File: src/rtl/lcc_div.sv
`timescale 1ns / 1ps
// ----------------------------------------------------------------------------
// lcc_div
// Restoring divider, one quotient bit per cycle, signed dividend over a
// positive divisor, quotient truncated toward zero.
// ----------------------------------------------------------------------------
module lcc_div #(
    parameter int NUM_W = 43,
    parameter int DEN_W = 11
) (
    input  logic                     aclk,
    input  logic                     aresetn,
    input  logic                     start,
    input  logic signed [NUM_W-1:0]  dividend,
    input  logic [DEN_W-1:0]         divisor,
    output logic                     done,
    output logic signed [NUM_W-1:0]  quotient
);

    localparam int STEP_W = $clog2(NUM_W + 1);

    logic                 busy_reg;
    logic                 done_reg;
    logic [STEP_W-1:0]    step_reg;
    logic [NUM_W-1:0]     quo_reg;
    logic [DEN_W-1:0]     rem_reg;
    logic [DEN_W-1:0]     den_reg;
    logic                 neg_reg;
    logic [DEN_W:0]       trial;
    logic                 fits;
    logic [DEN_W:0]       diff;

    assign trial = {rem_reg, quo_reg[NUM_W-1]};
    assign fits  = trial >= {1'b0, den_reg};
    assign diff  = trial - {1'b0, den_reg};

    always_ff @(posedge aclk) begin
        if (!aresetn) begin
            busy_reg <= 1'b0;
            done_reg <= 1'b0;
            step_reg <= '0;
        end else begin
            done_reg <= 1'b0;
            if (start) begin
                busy_reg <= 1'b1;
                step_reg <= STEP_W'(NUM_W);
            end else if (busy_reg) begin
                step_reg <= step_reg - 1'b1;
                if (step_reg == STEP_W'(1)) begin
                    busy_reg <= 1'b0;
                    done_reg <= 1'b1;
                end
            end
        end
    end

    always_ff @(posedge aclk) begin
        if (start) begin
            quo_reg <= dividend[NUM_W-1] ? NUM_W'(-dividend) : NUM_W'(dividend);
            neg_reg <= dividend[NUM_W-1];
            rem_reg <= '0;
            den_reg <= divisor;
        end else if (busy_reg) begin
            quo_reg <= {quo_reg[NUM_W-2:0], fits};
            rem_reg <= fits ? diff[DEN_W-1:0] : trial[DEN_W-1:0];
        end
    end

    assign done     = done_reg;
    assign quotient = neg_reg ? -$signed(quo_reg) : $signed(quo_reg);

endmodule

File: config.mk
export PLATFORM = sky130hd
export DESIGN_NAME = lcc_div
export DESIGN_NICKNAME = d
export VERILOG_FILES = /design/src/rtl/lcc_div.sv
export SDC_FILE = /design/constraint.sdc
export NUM_CORES = 1
export LEC_CHECK = 0
export BUFFER_PORTS_ARGS = -buffer_cell sky130_fd_sc_hd__buf_2
export CAP_MARGIN = 20
export CORE_AREA = 2 2 106 98
export CTS_BUF_LIST = sky130_fd_sc_hd__clkbuf_16
export CTS_CLUSTER_DIAMETER = 30
export DETAILED_ROUTE_END_ITERATION = 10
export DIE_AREA = 0 0 108 100
export PLACE_DENSITY = 0.87
export REMOVE_ABC_BUFFERS = 1
export SLEW_MARGIN = 10
export SYNTH_ARGS = -nofsm -noshare
export SYNTH_HDL_FRONTEND = slang
export SYNTH_SLANG_ARGS = --single-unit
File: constraint.sdc
create_clock -name aclk -period 3.1 [get_ports aclk]
set_input_delay 0 -clock aclk [delete_from_list [all_inputs] [get_ports aclk]]
set_output_delay 0 -clock aclk [all_outputs]
set_load 0.005 [all_outputs]
==> flow_metrics.env, run 1 <==
export IMPL_synthArstFlopShare_pct=0
export IMPL_yosys_warnings=0
export IMPL_area_delta_synth_final_pct=20.2
export IMPL_num_antenna_cells=0
export IMPL_maxSlewHeadroom_pct=46.1
export IMPL_ir_drop_v=0.000352
export IMPL_drive_above_1_share_pct=21.0
export IMPL_finalSetupViolCount=0
export IMPL_ys_types=55
export IMPL_cts_root_buf="clkbuf_16"
export IMPL_crit_chain="or4_4, or3_1, nor4_4, nand4_1, o31ai_1, xnor2_1, buf_2"
export IMPL_hold_class="in2reg"
export IMPL_p_leak_nw=2.50
export IMPL_first_iter_violations=427
export IMPL_cts_sinks=74
export IMPL_finalWeightedCongestion=0.899
export IMPL_path_delay_family="simple AND/OR/NAND/NOR gates"
export IMPL_status="complete, no violations"
export IMPL_grt_usage_pct=26.8
export IMPL_stdcell_count=834
export IMPL_die_area_um2=10800
export IMPL_clock_path_buffers=2
export IMPL_crit_type="reg2out"
export IMPL_postRouteAntennaNets=0
export IMPL_power_density_nw_per_um2=512
export IMPL_post_drt_wl_per_cell_um=16.9
export IMPL_clk_latency_ns=0.34
export IMPL_hold_end="quo_reg[0]"
export IMPL_drtPass1Iterations=5
export IMPL_critPathCaptureType="output pin"
export IMPL_yosysTopAreaCellShare_pct=30.5
export IMPL_gr_total_overflow=0
export IMPL_grt_pass1_vias=4787
export IMPL_num_rows=35
export IMPL_mappedNetlistArea_um2=5410
export IMPL_placed_cells=804
export IMPL_grt_pass1_wl_um=22800
export IMPL_synth_area_leaders="edfxtp_1 (31%), xnor2_1 (9.4%), dfxtp_1 (7.0%), xor2_1 (5.5%), nor2_1 (4.3%)"
export IMPL_hold_path_startpoint="dividend[0]"
export IMPL_dpl_instance_area_um2=6000
export IMPL_grt_max_degree=79
export IMPL_ys_ff_latch=74
export IMPL_cp_depth=7
export IMPL_postSynthCellCount=600
export IMPL_port_buffer_count=100
export IMPL_r2r_setup_slack_ns=0.24
export IMPL_vias=5073
export IMPL_clkTransAtPathRegs_ns=0.06
export IMPL_synth_edff_count=55
export IMPL_cts_htree_levels=3
export IMPL_postLayoutSetupSlackWorst_ns=0.0995
export IMPL_start_kind="flop"
export IMPL_cts_tree="yes"
export IMPL_fin_crit_sh_pct=96.8
export IMPL_totalWireLength_um=14100
export IMPL_fp_dieW_um=108
export IMPL_drv_cap=0
export IMPL_final_core_util_pct=66.0
export IMPL_place_ws_ns=0.222
export IMPL_slowest_stage="or4_4"
export IMPL_syn_area_per_cell_um2=9.02
export IMPL_final_setup_skew_ns=0.00878
export IMPL_worstMarginPinSlew_ns=0.808
export IMPL_hpwl_um=10400
export IMPL_cp_max_fo=4
export IMPL_period_minus_slack_ns=3.00
export IMPL_routed_via_density=6.08
export IMPL_synth_seq_area_share_pct=37.5
export IMPL_rsz0062_at_grt="yes"
export IMPL_drc=0
export IMPL_cts_buffers=9
export IMPL_largest_reg_flops=43
export IMPL_crit_path_max_incr_delay_ns=0.58
export IMPL_die_height_um=100
export IMPL_io_pins=101
export IMPL_fmax_ghz=0.333
export IMPL_antenna_found_initial=0
export IMPL_required_ns=3.10
export IMPL_r2r_start="quo_reg[42]"
export IMPL_fin_nets=773
export IMPL_min_path_cells=3
export IMPL_hold_ws_ns=0.0353
export IMPL_r2r_end="rem_reg[1]"
export IMPL_ys_flop_type="edfxtp_1"
export IMPL_slew_violations=0
export IMPL_fp_coreArea_um2=9850
export IMPL_cp_num_buf_inv=1
export IMPL_r2r_cells=9
export IMPL_initial_core_util_pct=54.9
export IMPL_critPathArrivalTime_ns=3.00
export IMPL_fin_area_um2=6500
export IMPL_yosysTopAreaCell="edfxtp_1"
export IMPL_hold_violations=0
## cell usage after synthesis (5+ instances only)
| cell | n |
|---|---|
| dfxtp_1 | 19 |
| o21ai_0 | 40 |
| o31ai_1 | 19 |
| nand3_1 | 14 |
| nor4_1 | 5 |
| nor2b_1 | 5 |
| nor2_1 | 62 |
| edfxtp_1 | 55 |
| inv_1 | 24 |
| nand4_1 | 6 |
| or4_1 | 11 |
| xnor2_1 | 58 |
| ha_1 | 15 |
| or2_2 | 6 |
| nand2b_1 | 11 |
| or3_1 | 11 |
| clkbuf_1 | 30 |
| o21a_1 | 5 |
| o41ai_1 | 18 |
| xor2_1 | 34 |
| a21oi_1 | 46 |
| a311oi_1 | 9 |
| nor3_1 | 14 |
| nand2_1 | 33 |
## worst max path at each step
stage                start  slack (ns)            to
2_1_floorplan  quo_reg[42]        0.57    rem_reg[1]
3_3_place_gp   quo_reg[10]        0.44  quotient[42]
3_5_place_dp   quo_reg[42]        0.22    rem_reg[1]
4_1_cts        quo_reg[10]        0.03  quotient[28]
5_1_grt        quo_reg[10]       -0.08  quotient[42]
6_report        quo_reg[9]         0.1  quotient[42]
## layer usage
| layer | global-route usage (%) | vias to the layer above | routed length [µm] |
|---|---|---|---|
| met5 | 0 | - | 0 |
| met4 | 9.07 | 0 | 318 |
| met3 | 5.65 | 33 | 1210 |
| met2 | 46.1 | 237 | 6970 |
| met1 | 33.7 | 2391 | 5630 |
| li1 | - | 2412 | - |
## worst register-to-register path, cell delays in order (launching register included)
cell       delay, ns
edfxtp_1        0.38
inv_1           0.06
ha_1            0.22
fa_1            0.39
nand2b_1        0.18
a21o_1          0.19
a21boi_0        0.26
o2111ai_1       0.42
a2111oi_1       0.54
a311o_1         0.17
## logic make-up after synthesis
kind of cell | Yosys count | share of synthesized area, %
and+or+nand+nor | 191 | 18.2
AOI/OAI and AO/OA | 165 | 20.3
xor gates and xnor gates | 92 | 14.9
DFF | 74 | 37.5
buffers and inverters | 57 | 4.18
adders and majority gates | 16 | 3.84
muxes | 5 | 1.09
## through the flow
stage	TNS, ns	power [W]
after global placement	0	0.00210
after global routing	-0.135	0.00349
final	0	0.00333
after floorplan	0	0.00180
after detailed placement	0	0.00213
after CTS	0	0.00333
## repair_timing
action | CTS | global route
hold buffers | 12 | 0
setup endpoints to repair | 0 | 10
hold endpoints to repair | 16 | 0
setup buffers | 0 | 2
gates resized for setup | 0 | 5
## area by class of cell
class / instances / area [µm²]
repair buffers: 122 / 698
well taps: 129 / 161
multi-input cells: 469 / 3190
clock inverters: 7 / 109
clock buffers: 9 / 225
flip-flops and latches: 74 / 2030
inverters: 24 / 90.1
fillers: 819 / 3350
## where the power goes
group          total [W]  internal, W  switching [W]
sequential       0.00131      0.00119       0.000114
combinational   0.000847     0.000390       0.000457
clock            0.00118     0.000779       0.000401
## cells in the final DEF (no fill, tap or decap), types with 6 or more instances in the layout
cell,n
a21oi_1,46
a311oi_1,9
buf_2,99
buf_4,11
clkbuf_16,9
dfxtp_1,19
dlygate4sd3_1,12
edfxtp_1,55
ha_1,15
inv_1,25
nand2_1,33
nand2b_1,11
nand3_1,14
nand4_1,6
nor2_1,62
nor3_1,14
o21ai_0,40
o31ai_1,19
o41ai_1,16
or2_2,6
or3_1,11
or4_1,11
xnor2_1,58
xor2_1,34
(Power assumes the default switching activity.)
==> run 2: changes to the inputs <==
--- a/config.mk
+++ b/config.mk
@@ -7,12 +7,12 @@
 export LEC_CHECK = 0
 export BUFFER_PORTS_ARGS = -buffer_cell sky130_fd_sc_hd__buf_2
 export CAP_MARGIN = 20
-export CORE_AREA = 2 2 106 98
+export CORE_AREA = 2 2 112 103
 export CTS_BUF_LIST = sky130_fd_sc_hd__clkbuf_16
 export CTS_CLUSTER_DIAMETER = 30
 export DETAILED_ROUTE_END_ITERATION = 10
-export DIE_AREA = 0 0 108 100
-export PLACE_DENSITY = 0.87
+export DIE_AREA = 0 0 114 105
+export PLACE_DENSITY = 0.83
 export REMOVE_ABC_BUFFERS = 1
 export SLEW_MARGIN = 10
 export SYNTH_ARGS = -nofsm -noshare
==> constraint.sdc (replaced) <==
create_clock -name aclk -period 2.59 [get_ports aclk]
set_input_delay 0 -clock aclk [delete_from_list [all_inputs] [get_ports aclk]]
set_output_delay 0 -clock aclk [all_outputs]
set_load 0.005 [all_outputs]
==> flow_metrics.env, run 2 (synthesis results as in run 1) <==
export IMPL_status="finished, violations left"
export IMPL_violations="setup timing"
export IMPL_final_core_util_pct=65.1
export IMPL_grt_usage_pct=25.5
export IMPL_vias=5358
export IMPL_fmax_ghz=0.353
export IMPL_hold_path_startpoint="dividend[0]"
export IMPL_area_delta_synth_final_pct=28.9
export IMPL_worstMarginPinSlew_ns=0.894
export IMPL_cts_buffers=9
export IMPL_min_path_cells=3
export IMPL_postRouteAntennaNets=0
export IMPL_drive_above_1_share_pct=28.0
export IMPL_intPower_w=0.00287
export IMPL_largest_reg_flops=43
export IMPL_r2r_end="rem_reg[6]"
export IMPL_grt_pass1_wl_um=24500
export IMPL_layout_commonest_cell="buf_2"
export IMPL_mostFrequentLayoutCells="buf_2 (99), nor2_1 (62), xnor2_1 (57)"
export IMPL_num_antenna_cells=0
export IMPL_first_iter_violations=608
export IMPL_place_ws_ns=0.00190
export IMPL_hold_class="in2reg"
export IMPL_cp_max_fo=4
export IMPL_drc=0
export IMPL_fin_nets=803
export IMPL_hold_violations=0
export IMPL_totalWireLength_um=15500
export IMPL_finalWeightedCongestion=0.910
export IMPL_ir_drop_v=0.000374
export IMPL_required_ns=2.59
export IMPL_start_kind="flop"
export IMPL_fp_dieW_um=114
export IMPL_critPathArrivalTime_ns=2.83
export IMPL_routed_via_density=6.17
export IMPL_post_drt_wl_per_cell_um=17.9
export IMPL_cp_num_buf_inv=4
export IMPL_r2r_setup_slack_ns=0.15
export IMPL_gr_total_overflow=0
export IMPL_initial_core_util_pct=50.5
export IMPL_slowest_stage="or4_4"
export IMPL_crit_path_max_incr_delay_ns=0.58
export IMPL_cts_tree="yes"
export IMPL_postLayoutSetupSlackWorst_ns=-0.242
export IMPL_die_height_um=105
export IMPL_maxSlewHeadroom_pct=40.4
export IMPL_final_setup_skew_ns=0.00585
export IMPL_clkTransAtPathRegs_ns=0.05
export IMPL_p_leak_nw=2.69
export IMPL_placed_cells=833
export IMPL_crit_type="reg2out"
export IMPL_antenna_found_initial=0
export IMPL_fp_coreArea_um2=10700
export IMPL_hold_ws_ns=0.0625
export IMPL_cpMostUsedCell="buf_4"
export IMPL_r2r_start="quo_reg[42]"
export IMPL_port_buffer_count=100
export IMPL_drv_cap=0
export IMPL_comb_power_share_pct=26.9
export IMPL_r2r_cells=10
export IMPL_clk_latency_ns=0.35
export IMPL_power_density_nw_per_um2=589
export IMPL_crit_chain="or4_4, buf_6, nor4b_4, buf_4, nand4_1, buf_4, o31ai_4, xnor2_1, buf_2"
export IMPL_num_rows=36
export IMPL_rsz0062_at_grt="yes"
export IMPL_critPathCaptureType="output pin"
export IMPL_drtPass1Iterations=5
export IMPL_grt_pass1_vias=5067
export IMPL_cts_htree_levels=3
export IMPL_grt_max_degree=104
export IMPL_stdcell_count=868
export IMPL_period_minus_slack_ns=2.83
export IMPL_power_frac_clock_pct=34.8
export IMPL_p_sw_w=0.00123
export IMPL_hpwl_um=10700
export IMPL_cts_root_buf="clkbuf_16"
export IMPL_die_area_um2=12000
export IMPL_finalSetupViolCount=24
export IMPL_path_delay_family="simple AND/OR/NAND/NOR gates"
export IMPL_io_pins=101
export IMPL_swShare_pct=30.0
export IMPL_cts_sinks=74
export IMPL_hold_end="quo_reg[0]"
export IMPL_clock_path_buffers=2
export IMPL_share_seq_of_total_power_pct=38.3
export IMPL_slew_violations=0
export IMPL_fin_crit_sh_pct=109
==> run 2: worst max path at each step <==
stage,depth (start not counted),endpoint,startpoint
final,9,quotient[31],quo_reg[10]
after global routing,9,quotient[29],quo_reg[10]
after CTS,8,quotient[39],quo_reg[7]
after detailed placement,8,quotient[42],quo_reg[10]
after global placement,8,quotient[39],quo_reg[10]
after floorplan,9,rem_reg[1],quo_reg[42]
==> run 2: repair_timing <==
item	CTS	global route
gates cloned	0	1
pin swaps	19	15
endpoints found under the hold margin	19	0
hold buffers	12	0
endpoints found under the setup margin	26	38
buffers inserted	1	5
gates resized for setup	23	31
==> run 2: power groups by stage <==
| stage | Clock, W | Sequential [W] | Combinational (W) |
|---|---|---|---|
| detailed placement | 0 | 0.00157 | 0.00102 |
| global route | 0.00148 | 0.00159 | 0.00121 |
| CTS | 0.00145 | 0.00156 | 0.00106 |
| global placement | 0 | 0.00156 | 0.000990 |
| floorplan | 0 | 0.00156 | 0.000595 |
| finish | 0.00143 | 0.00157 | 0.00111 |
==> run 2: area by class of cell <==
class / instances / area [µm²]
clock buffers: 9 / 225
well taps: 133 / 166
fillers: 847 / 3740
multi-input cells: 470 / 3410
flip-flops and latches: 74 / 2030
repair buffers: 151 / 948
clock inverters: 7 / 109
inverters: 24 / 90.1
==> run 2: through the flow <==
stage                     area [µm²]  total power, W  setup TNS [ns]
after floorplan                 5280         0.00215               0
after global placement          6220         0.00255               0
after detailed placement        6220         0.00259               0
after CTS                       6780         0.00406           -3.32
after global routing            6980         0.00428           -6.01
final                           6980         0.00411           -3.70
==> run 2: routing by layer <==
layer | track usage (%) | routed length, µm | part of all wire, % | vias to the layer above
li1 | - | - | - | 2485
met1 | 33.0 | 6270 | 40 | 2528
met2 | 41.4 | 7530 | 49 | 298
met3 | 5.97 | 1310 | 8.5 | 47
met4 | 9.58 | 380 | 2.5 | 0
met5 | 0 | 0 | 0 | -
==> run 2: tightest hold or removal path, stage by stage <==
cell,delay (ns)
buf_2,0.10
inv_1,0.06
a21oi_1,0.12
