### src/rtl/lcc_mac.sv
`timescale 1ns / 1ps
// ----------------------------------------------------------------------------
// lcc_mac
// Multiply-accumulate: registered product, then running sum.
// ----------------------------------------------------------------------------
module lcc_mac #(
    parameter int DATA_W = 16,
    parameter int ACC_W  = 43
) (
    input  logic                     aclk,
    input  logic                     aresetn,
    input  logic                     clr,
    input  logic                     in_valid,
    input  logic [DATA_W-1:0]        in_x,
    input  logic [DATA_W-1:0]        in_y,
    output logic                     busy,
    output logic signed [ACC_W-1:0]  acc
);

    logic                           prod_vld_reg;
    logic signed [2*DATA_W-1:0]     prod_reg;
    logic signed [2*DATA_W-1:0]     prod_next;
    logic signed [ACC_W-1:0]        acc_reg;
    logic signed [ACC_W-1:0]        acc_next;

    assign prod_next = $signed(in_x) * $signed(in_y);

    // sum cannot leave ACC_W bits: |product| <= 2^(2*DATA_W-2), count < 2^CNT_W
    always_comb begin
        acc_next = acc_reg;
        if (clr) begin
            acc_next = '0;
        end else if (prod_vld_reg) begin
            acc_next = acc_reg + ACC_W'(prod_reg);
        end
    end

    always_ff @(posedge aclk) begin
        if (!aresetn) begin
            prod_vld_reg <= 1'b0;
        end else begin
            prod_vld_reg <= in_valid;
        end
    end

    always_ff @(posedge aclk) begin
        prod_reg <= prod_next;
        acc_reg  <= acc_next;
    end

    assign busy = in_valid | prod_vld_reg;
    assign acc  = acc_reg;

endmodule

### config.mk
export PLATFORM = sky130hd
export DESIGN_NAME = lcc_mac
export DESIGN_NICKNAME = d
export VERILOG_FILES = /design/src/rtl/lcc_mac.sv
export SDC_FILE = /design/constraint.sdc
export NUM_CORES = 1
export LEC_CHECK = 0
export ABC_AREA = 1
export BUFFER_PORTS_ARGS = -buffer_cell sky130_fd_sc_hd__buf_2
export CORE_ASPECT_RATIO = 0.8
export CORE_MARGIN = 3
export CORE_UTILIZATION = 65
export DETAILED_ROUTE_END_ITERATION = 8
export PLACE_DENSITY = 0.83
export REMOVE_ABC_BUFFERS = 1
export SETUP_SLACK_MARGIN = 0.4
export SYNTH_ARGS = -nofsm -noshare
export SYNTH_HDL_FRONTEND = slang
export SYNTH_SLANG_ARGS = --single-unit
export TNS_END_PERCENT = 100
### constraint.sdc
create_clock -name aclk -period 6.63 [get_ports aclk]
set_input_delay 0.3315 -clock aclk [delete_from_list [all_inputs] [get_ports aclk]]
set_output_delay 0.3315 -clock aclk [all_outputs]
set_load 0.05 [all_outputs]
==> results.yml, run 1 <==
setup_path:
  critPathTopFamily: "adder cells"
  rr_worst_depth: 11
  cp.arrival_ns: 6.07
  crit_chain: "buf_2, nand2_1, inv_1, fa_1, fa_1, fa_1, fa_1, fa_1, inv_1, fa_1, inv_1, ha_1, a21oi_1, o21ai_0, a31oi_2, nand3_1, a21oi_1, xnor2_1"
  critical_path_required_ns: 6.90
  cp_max_fo: 16
  r2r_start: "prod_reg[31]"
  crit_buf_inv: 4
  reg2reg_slack_ns: 3.83
  slowest_delay_ns: 0.76
  cp-end-kind: "flop"
  critical_path_class: "primary input to flop"
  crit_slowest_cell: "fa_1"
  rr_endpoint: "acc[35]"
  worstSetupStartpointType: "primary input"
  crit_top_cell: "fa_1"
clocking:
  ctsRootBufferMaster: "clkbuf_16"
  clk_latency_ns: 0.35
  postCtsSetupBuffers: 0
  clk_path_buf_depth: 2
  cts_tree: "done"
  cts_htree_levels: 3
  clkSinkCount: 76
  cts_buffers: 9
  clkTransAtPathRegs_ns: 0.07
detailed_routing:
  drt.antenna.violating_nets: 0
  firstDrtPassIters: 5
  wl_per_cell_um: 16.8
  vias: 13900
  drt-initial-drc-count: 1207
  drt_wl_total_um: 43400
  via_per_inst: 5.40
  drc: 0
timing:
  setup_violations: 0
  worstMarginPinSlew_ns: 0.927
  hold_violations: 0
  finalClockSkew_ns: 0.00907
  slew_violations: 0
  fmax_mhz: 172
  min_period_ns: 5.80
  period_share: 0.875
  rsz0062_at_grt: "no"
  relSlewSlack: 0.382
  tns_ns: 0
global_routing:
  grt_usage: 0.340
  grt_pass1_wl_um: 72000
  grt_max_degree: 71
  grt_overflow: 0
  grt_pass1_vias: 14300
  antenna_found_initial: 0
cells_and_area:
  fillers: 2042
  num_antenna_cells: 0
  largest_reg_flops: 43
  fin_nets: 2685
  regArea_um2: 1520
  drive_gt1_frac: 0.0675
  area_growth_pct: 5.47
  multi_input_area_um2: 11900
synthesis:
  yosys_warnings: 0
  ys.flop_type: "dfxtp_1"
  synth_area_um2: 15900
  ys_async_sr_fraction: 0
  ys_seq_elements: 76
  synth-edff-count: 0
  synth_common_cells: "inv_1, nand2_1, fa_1, nor2_1, ha_1"
  seq_area_frac_synth: 0.0957
  synthTopCellsByArea: "fa_1, inv_1, nand2_1, ha_1, dfxtp_1"
  synth_top_area_frac: 0.331
  synth_top_area_cell: "fa_1"
  ys_types: 42
  synthCells: 2241
  yosysMostFrequentCell: "inv_1"
  avgSynthCellArea_um2: 7.09
worst_hold_path:
  worstHoldStart: "aresetn"
  min_to: "prod_vld_reg"
  min_path_type: "primary input to flop"
  hold_path_depth: 3
outcome:
  status: "complete, no violations"
die:
  fp.dieArea_um2: 26400
  core_area_um2: 23700
  start_util: 0.670
  io-pin-count: 80
  die_w_um: 181
  num_rows: 50
  fp.dieH_um: 146
place:
  routabilityCongestion: 1.02
  port_buffers: 79
  dp_hpwl_um: 36600
run:
  timing.max_cap.violations: 0
-- metrics by stage --
stage	hold WS, ns	setup WS, ns	util	instance area [um^2]	cells
2_1_floorplan	0.401	1.43	-	15600	2168
3_3_place_gp	0.468	0.508	0.693	16400	2563
3_5_place_dp	0.476	0.446	0.693	16400	2563
4_1_cts	0.169	0.773	0.707	16800	2579
5_1_grt	0.197	0.459	0.707	16800	2579
6_report	0.167	0.828	0.707	16800	2579
-- cells in the final DEF (no fill, tap or decap), types with 3 or more instances in the layout --
master and count:
inv_1 577, nand2_1 569, fa_1 263, nor2_1 211
ha_1 124, buf_2 79, dfxtp_1 75, a21oi_1 66
nand3_1 57, o21ai_0 49, xor2_1 32, xnor2_1 20
nand4_1 19, o21bai_1 14, nand2_2 14, o21ai_1 11
clkbuf_16 9, nor3_1 8, nor2_2 7, a21oi_2 7
or2_2 6, nand3_2 4, a31oi_1 4, buf_4 4
a21o_1 3, nor3_2 3, o21ai_2 3
-- how the worst max path moves through the flow --
stage,slack [ns],startpoint,to,cells past startpoint
after CTS,0.77,in_y[1],prod_reg[24],18
after global routing,0.46,in_x[15],prod_reg[24],18
final,0.83,in_y[1],prod_reg[24],18
after floorplan,1.43,in_x[15],prod_reg[31],17
after global placement,0.51,in_y[1],prod_reg[24],18
after detailed placement,0.45,in_y[1],prod_reg[24],18
-- kinds of logic after synthesis --
| group | count (synthesis) | synth area share |
|---|---|---|
| compound gates | 172 | 0.0634 |
| fa+ha+maj | 387 | 0.429 |
| simple gates | 904 | 0.230 |
| flops | 76 | 0.0957 |
| xor+xnor | 52 | 0.0287 |
| buf+inv | 650 | 0.154 |
-- tightest hold or removal path, delay by kind of cell --
family        cells  cell delay (ns)
buf+inv           2             0.11
simple gates      1             0.04
-- layout make-up --
cell class	instances	area share
clock inverter	7	0.00552
clock buffer	9	0.0134
tap	312	0.0233
sequential	76	0.0908
multi-input combinational	1515	0.712
inverter	577	0.129
timing repair buffer	83	0.0254
-- what timing repair did --
action | 4_1_cts | 5_1_grt
resized for setup | 0 | 2
hold buffers | 0 | 0
setup endpoints to repair | 0 | 1
-- layer usage --
metal	track usage	share of wire
met1	0.487	0.42
met5	0	0
met4	0.0664	0.018
met3	0.103	0.12
met2	0.517	0.44
Power of run 1 is not shown: default switching activity piles up to over one toggle a cycle in this logic, so the estimate is an artifact.
==> inputs of run 2 (changes only) <==
Settings changed: CORE_UTILIZATION 65 to 55, PLACE_DENSITY 0.83 to 0.72.
==> run 2 against run 1 <==
  * Routed wire length is 3.0% lower
  * Critical endpoint unchanged
  * First-iteration DRC count is 13% lower
  * Non-clock buffer count stayed put
  * Die area is 17% higher
  * Flip-flop and latch count stayed put
==> results.yml, run 2 (synthesized netlist as in run 1, its figures left out) <==
outcome:
  status: "complete, no violations"
timing:
  rsz0062_at_grt: "no"
  min_period_ns: 5.95
  hold-worst-slack_ns: 0.180
  setup_violations: 0
  period_share: 0.897
  finalClockSkew_ns: 0.0141
  hold_violations: 0
  setup_slack_ns: 0.681
  relSlewSlack: 0.415
  slew_violations: 0
  tns_ns: 0
  fmax_mhz: 168
  worstMarginPinSlew_ns: 0.878
place:
  place_ws_ns: 0.533
  routabilityCongestion: 0.976
  dp_hpwl_um: 36200
  port_buffers: 79
detailed_routing:
  drt-initial-drc-count: 1052
  drt.antenna.violating_nets: 0
  vias: 13600
  drc: 0
  drt_wl_total_um: 42100
  wl_per_cell_um: 16.0
  via_per_inst: 5.18
  firstDrtPassIters: 6
die:
  core_area_um2: 28400
  fp.dieArea_um2: 31000
  die_w_um: 196
  io-pin-count: 80
  fp.dieH_um: 158
  num_rows: 55
  start_util: 0.561
clocking:
  clk_path_buf_depth: 2
  clk_latency_ns: 0.35
  postCtsSetupBuffers: 0
  cts_htree_levels: 3
  hold_buffers: 0
  cts_buffers: 9
  cts_tree: "done"
  ctsResizeCount: 0
  clkTransAtPathRegs_ns: 0.06
  clkSinkCount: 76
  ctsRootBufferMaster: "clkbuf_16"
run:
  timing.max_cap.violations: 0
cells_and_area:
  num_antenna_cells: 0
  drive_gt1_frac: 0.0666
  fillers: 2714
  largest_reg_flops: 43
  fin_nets: 2685
  multi_input_area_um2: 11900
  regArea_um2: 1520
  area_growth_pct: 5.93
  final_cell_mix: "inv_1, nand2_1, fa_1"
  layout.cells.most_common: "inv_1"
setup_path:
  rr_endpoint: "acc[35]"
  cp.depth: 18
  cp.arrival_ns: 6.22
  critical_path_required_ns: 6.90
  cp_max_fo: 16
  reg2reg_slack_ns: 3.89
  critPathCapture: "prod_reg[24]"
  r2r_start: "prod_reg[31]"
  crit_top_cell: "fa_1"
  critPathTopFamily: "adder cells"
  cp-end-kind: "flop"
  worstSetupStartpointType: "primary input"
  startpoint: "in_y[1]"
  rr_worst_depth: 11
  slowest_delay_ns: 0.73
  crit_chain: "buf_2, nand2_1, inv_1, fa_1, fa_1, fa_1, fa_1, fa_1, inv_1, fa_1, inv_1, ha_1, a21oi_1, o21ai_0, a31oi_1, nand3_1, a21oi_1, xnor2_1"
  critical_path_class: "primary input to flop"
  crit_buf_inv: 4
  crit_slowest_cell: "fa_1"
global_routing:
  grt_usage: 0.283
  grt_max_degree: 71
  grt_pass1_wl_um: 69800
  grt_pass1_vias: 13800
  antenna_found_initial: 0
  grt_overflow: 0
worst_hold_path:
  hold_path_depth: 3
  min_path_type: "primary input to flop"
## run 2: changes by cell type in the layout (fill, tap and decap cells not counted)
cell,previous run,this run
bufinv_16,1,2
a31oi_1,4,5
nor3_2,3,2
clkinv_8,1,0
clkinv_4,2,0
nor3_1,8,9
clkinvlp_4,0,1
inv_6,2,3
a31oi_2,1,0
## run 2: worst min-delay path by stage
stage / endpoint / startpoint
final: prod_vld_reg / aresetn
after global routing: prod_vld_reg / aresetn
after CTS: prod_vld_reg / aresetn
after detailed placement: acc[0] / acc[0]
after global placement: acc[0] / acc[0]
after floorplan: acc[0] / clr
## run 2: routing by layer
metal / track usage / vias to the layer above / wire [um]
met4: 0.0523 / 0 / 665
met5: 0 / - / 0
met2: 0.453 / 440 / 18400
met1: 0.405 / 6561 / 19300
li1: - / 6596 / -
met3: 0.0581 / 50 / 3730
## run 2: per-stage QoR
step | instances | util | area (um^2)
floorplan | 2168 | - | 15600
global placement | 2621 | 0.582 | 16500
detailed placement | 2621 | 0.582 | 16500
CTS | 2637 | 0.594 | 16800
global route | 2637 | 0.594 | 16800
finish | 2637 | 0.594 | 16800
## run 2: layout make-up
cell class | count | area share
multi-input combinational | 1515 | 0.709
inverter | 577 | 0.129
sequential | 76 | 0.0904
tap | 370 | 0.0275
timing repair buffer | 83 | 0.0253
clock buffer | 9 | 0.0134
clock inverter | 7 | 0.00624
## run 2: tightest hold or removal path, delay by kind of cell
family / cells / cell delay (ns)
buf+inv: 2 / 0.12
simple gates: 1 / 0.04
Power of run 2 is left out for the same reason.
==> inputs of run 3 (changes only) <==
Settings changed: PLACE_DENSITY 0.72 to 0.75.
Clock period 6.63 ns to 5.1 ns, I/O delays scaled along.
==> run 3 against run 2 <==
  * Clock skew is 0.0016 ns higher
  * Core utilization is 9.0 points higher
  * Critical path depth is 3 higher
  * Critical path type unchanged
  * Critical endpoint unchanged
  * Largest cell class unchanged
==> results.yml, run 3 (synthesized netlist as in run 1, its figures left out) <==
cells_and_area:
  fin_nets: 2857
  fillers: 2338
  num_antenna_cells: 0
  final_cell_mix: "inv_1, nand2_1, fa_1"
  layout.cells.most_common: "inv_1"
  largest_reg_flops: 43
  area_growth_pct: 22.0
  drive_gt1_frac: 0.198
setup_path:
  critical_path_required_ns: 5.33
  cp.arrival_ns: 5.11
  slowest_delay_ns: 0.54
  crit_top_cell: "fa_1"
  cp-end-kind: "flop"
  rr_endpoint: "acc[35]"
  cp_max_fo: 9
  critical_path_class: "primary input to flop"
  crit_buf_inv: 7
  reg2reg_slack_ns: 2.05
  critPathTopFamily: "adder cells"
  worstSetupStartpointType: "primary input"
  r2r_start: "prod_reg[31]"
  rr_worst_depth: 11
  crit_chain: "buf_6, nand2_1, inv_1, fa_1, inv_1, fa_1, inv_1, fa_1, inv_1, fa_1, fa_1, fa_1, inv_2, ha_4, nand2_4, buf_6, nor3_4, nand4_1, nand3_2, a21oi_1, xnor2_1"
  crit_slowest_cell: "fa_1"
die:
  die_w_um: 196
  core_area_um2: 28400
  fp.dieArea_um2: 31000
  fp.dieH_um: 158
  io-pin-count: 80
  num_rows: 55
  start_util: 0.561
global_routing:
  grt_pass1_vias: 14500
  grt_usage: 0.290
  grt_pass1_wl_um: 72200
  grt_max_degree: 71
  antenna_found_initial: 0
  grt_overflow: 0
detailed_routing:
  vias: 14500
  drt_wl_total_um: 45300
  drt.antenna.violating_nets: 0
  firstDrtPassIters: 7
  drt-initial-drc-count: 1160
  drc: 0
  wl_per_cell_um: 16.1
  via_per_inst: 5.16
clocking:
  clkSinkCount: 76
  hold_buffers: 0
  clk_latency_ns: 0.35
  cts_buffers: 9
  ctsRootBufferMaster: "clkbuf_16"
  cts_tree: "done"
  clk_path_buf_depth: 2
  clkTransAtPathRegs_ns: 0.07
  cts_htree_levels: 3
worst_hold_path:
  min_path_type: "primary input to flop"
  worstHoldStart: "aresetn"
  min_to: "prod_vld_reg"
  hold_path_depth: 3
timing:
  period_share: 0.958
  fmax_mhz: 205
  hold_violations: 0
  finalClockSkew_ns: 0.0158
  hold-worst-slack_ns: 0.0883
  setup_violations: 0
  min_period_ns: 4.88
  tns_ns: 0
  rsz0062_at_grt: "yes"
  worstMarginPinSlew_ns: 0.892
  slew_violations: 0
  relSlewSlack: 0.406
run:
  timing.max_cap.violations: 0
outcome:
  status: "complete, no violations"
place:
  dp_hpwl_um: 37500
  port_buffers: 79
  routabilityCongestion: 0.988
## run 3: final cells by class
type                            instances  area (um^2)  area share
Clock buffer                            9          225      0.0116
Clock inverter                          7         87.6     0.00451
Inverter                              577         2180       0.112
Multi-Input combinational cell       1515        12700       0.654
Sequential cell                        76         1520      0.0785
Tap cell                              370          463      0.0239
Timing Repair Buffer                  255         2240       0.115
## run 3: per-layer routing
metal	global-route usage	up-vias	wire length (um)
li1	-	6942	-
met1	0.407	6899	20200
met2	0.468	565	20000
met3	0.0657	75	4100
met4	0.0614	0	941
met5	0	-	0
## run 3: how the worst max path moves through the flow
stage              from      endpoint  slack, ns  depth (start not counted)
2_1_floorplan  in_x[15]  prod_reg[31]      -0.02                         17
3_3_place_gp   in_x[15]  prod_reg[24]      -0.40                         23
3_5_place_dp   in_x[15]  prod_reg[24]      -0.48                         23
4_1_cts        in_y[15]  prod_reg[21]       0.23                         21
5_1_grt         in_x[8]  prod_reg[26]       0.04                         24
6_report       in_x[14]  prod_reg[24]       0.22                         21
## run 3: worst reg2reg max path: stages (launching register included)
cell	delay (ns)
dfxtp_1	0.73
ha_1	0.44
a21oi_1	0.44
o21ai_0	0.30
inv_1	0.11
nand2_1	0.05
a21oi_1	0.45
nand3_1	0.16
nand2_1	0.09
nand3_1	0.06
nand2_1	0.08
inv_1	0.03
## run 3: what timing repair did
action,4_1_cts,5_1_grt
endpoints found under the setup margin,19,19
pin swaps,58,75
gates resized for setup,141,167
buffers inserted,11,13
gates cloned,0,2
## run 3: stage by stage
stage	cells	util	setup slack, ns	cell area (um^2)
after global placement	2767	0.624	-0.401	17700
after CTS	2794	0.659	0.231	18700
after floorplan	2168	-	-0.0224	15600
after global routing	2809	0.684	0.0394	19400
after detailed placement	2767	0.624	-0.478	17700
final	2809	0.684	0.216	19400
Power of run 3 is left out for the same reason.
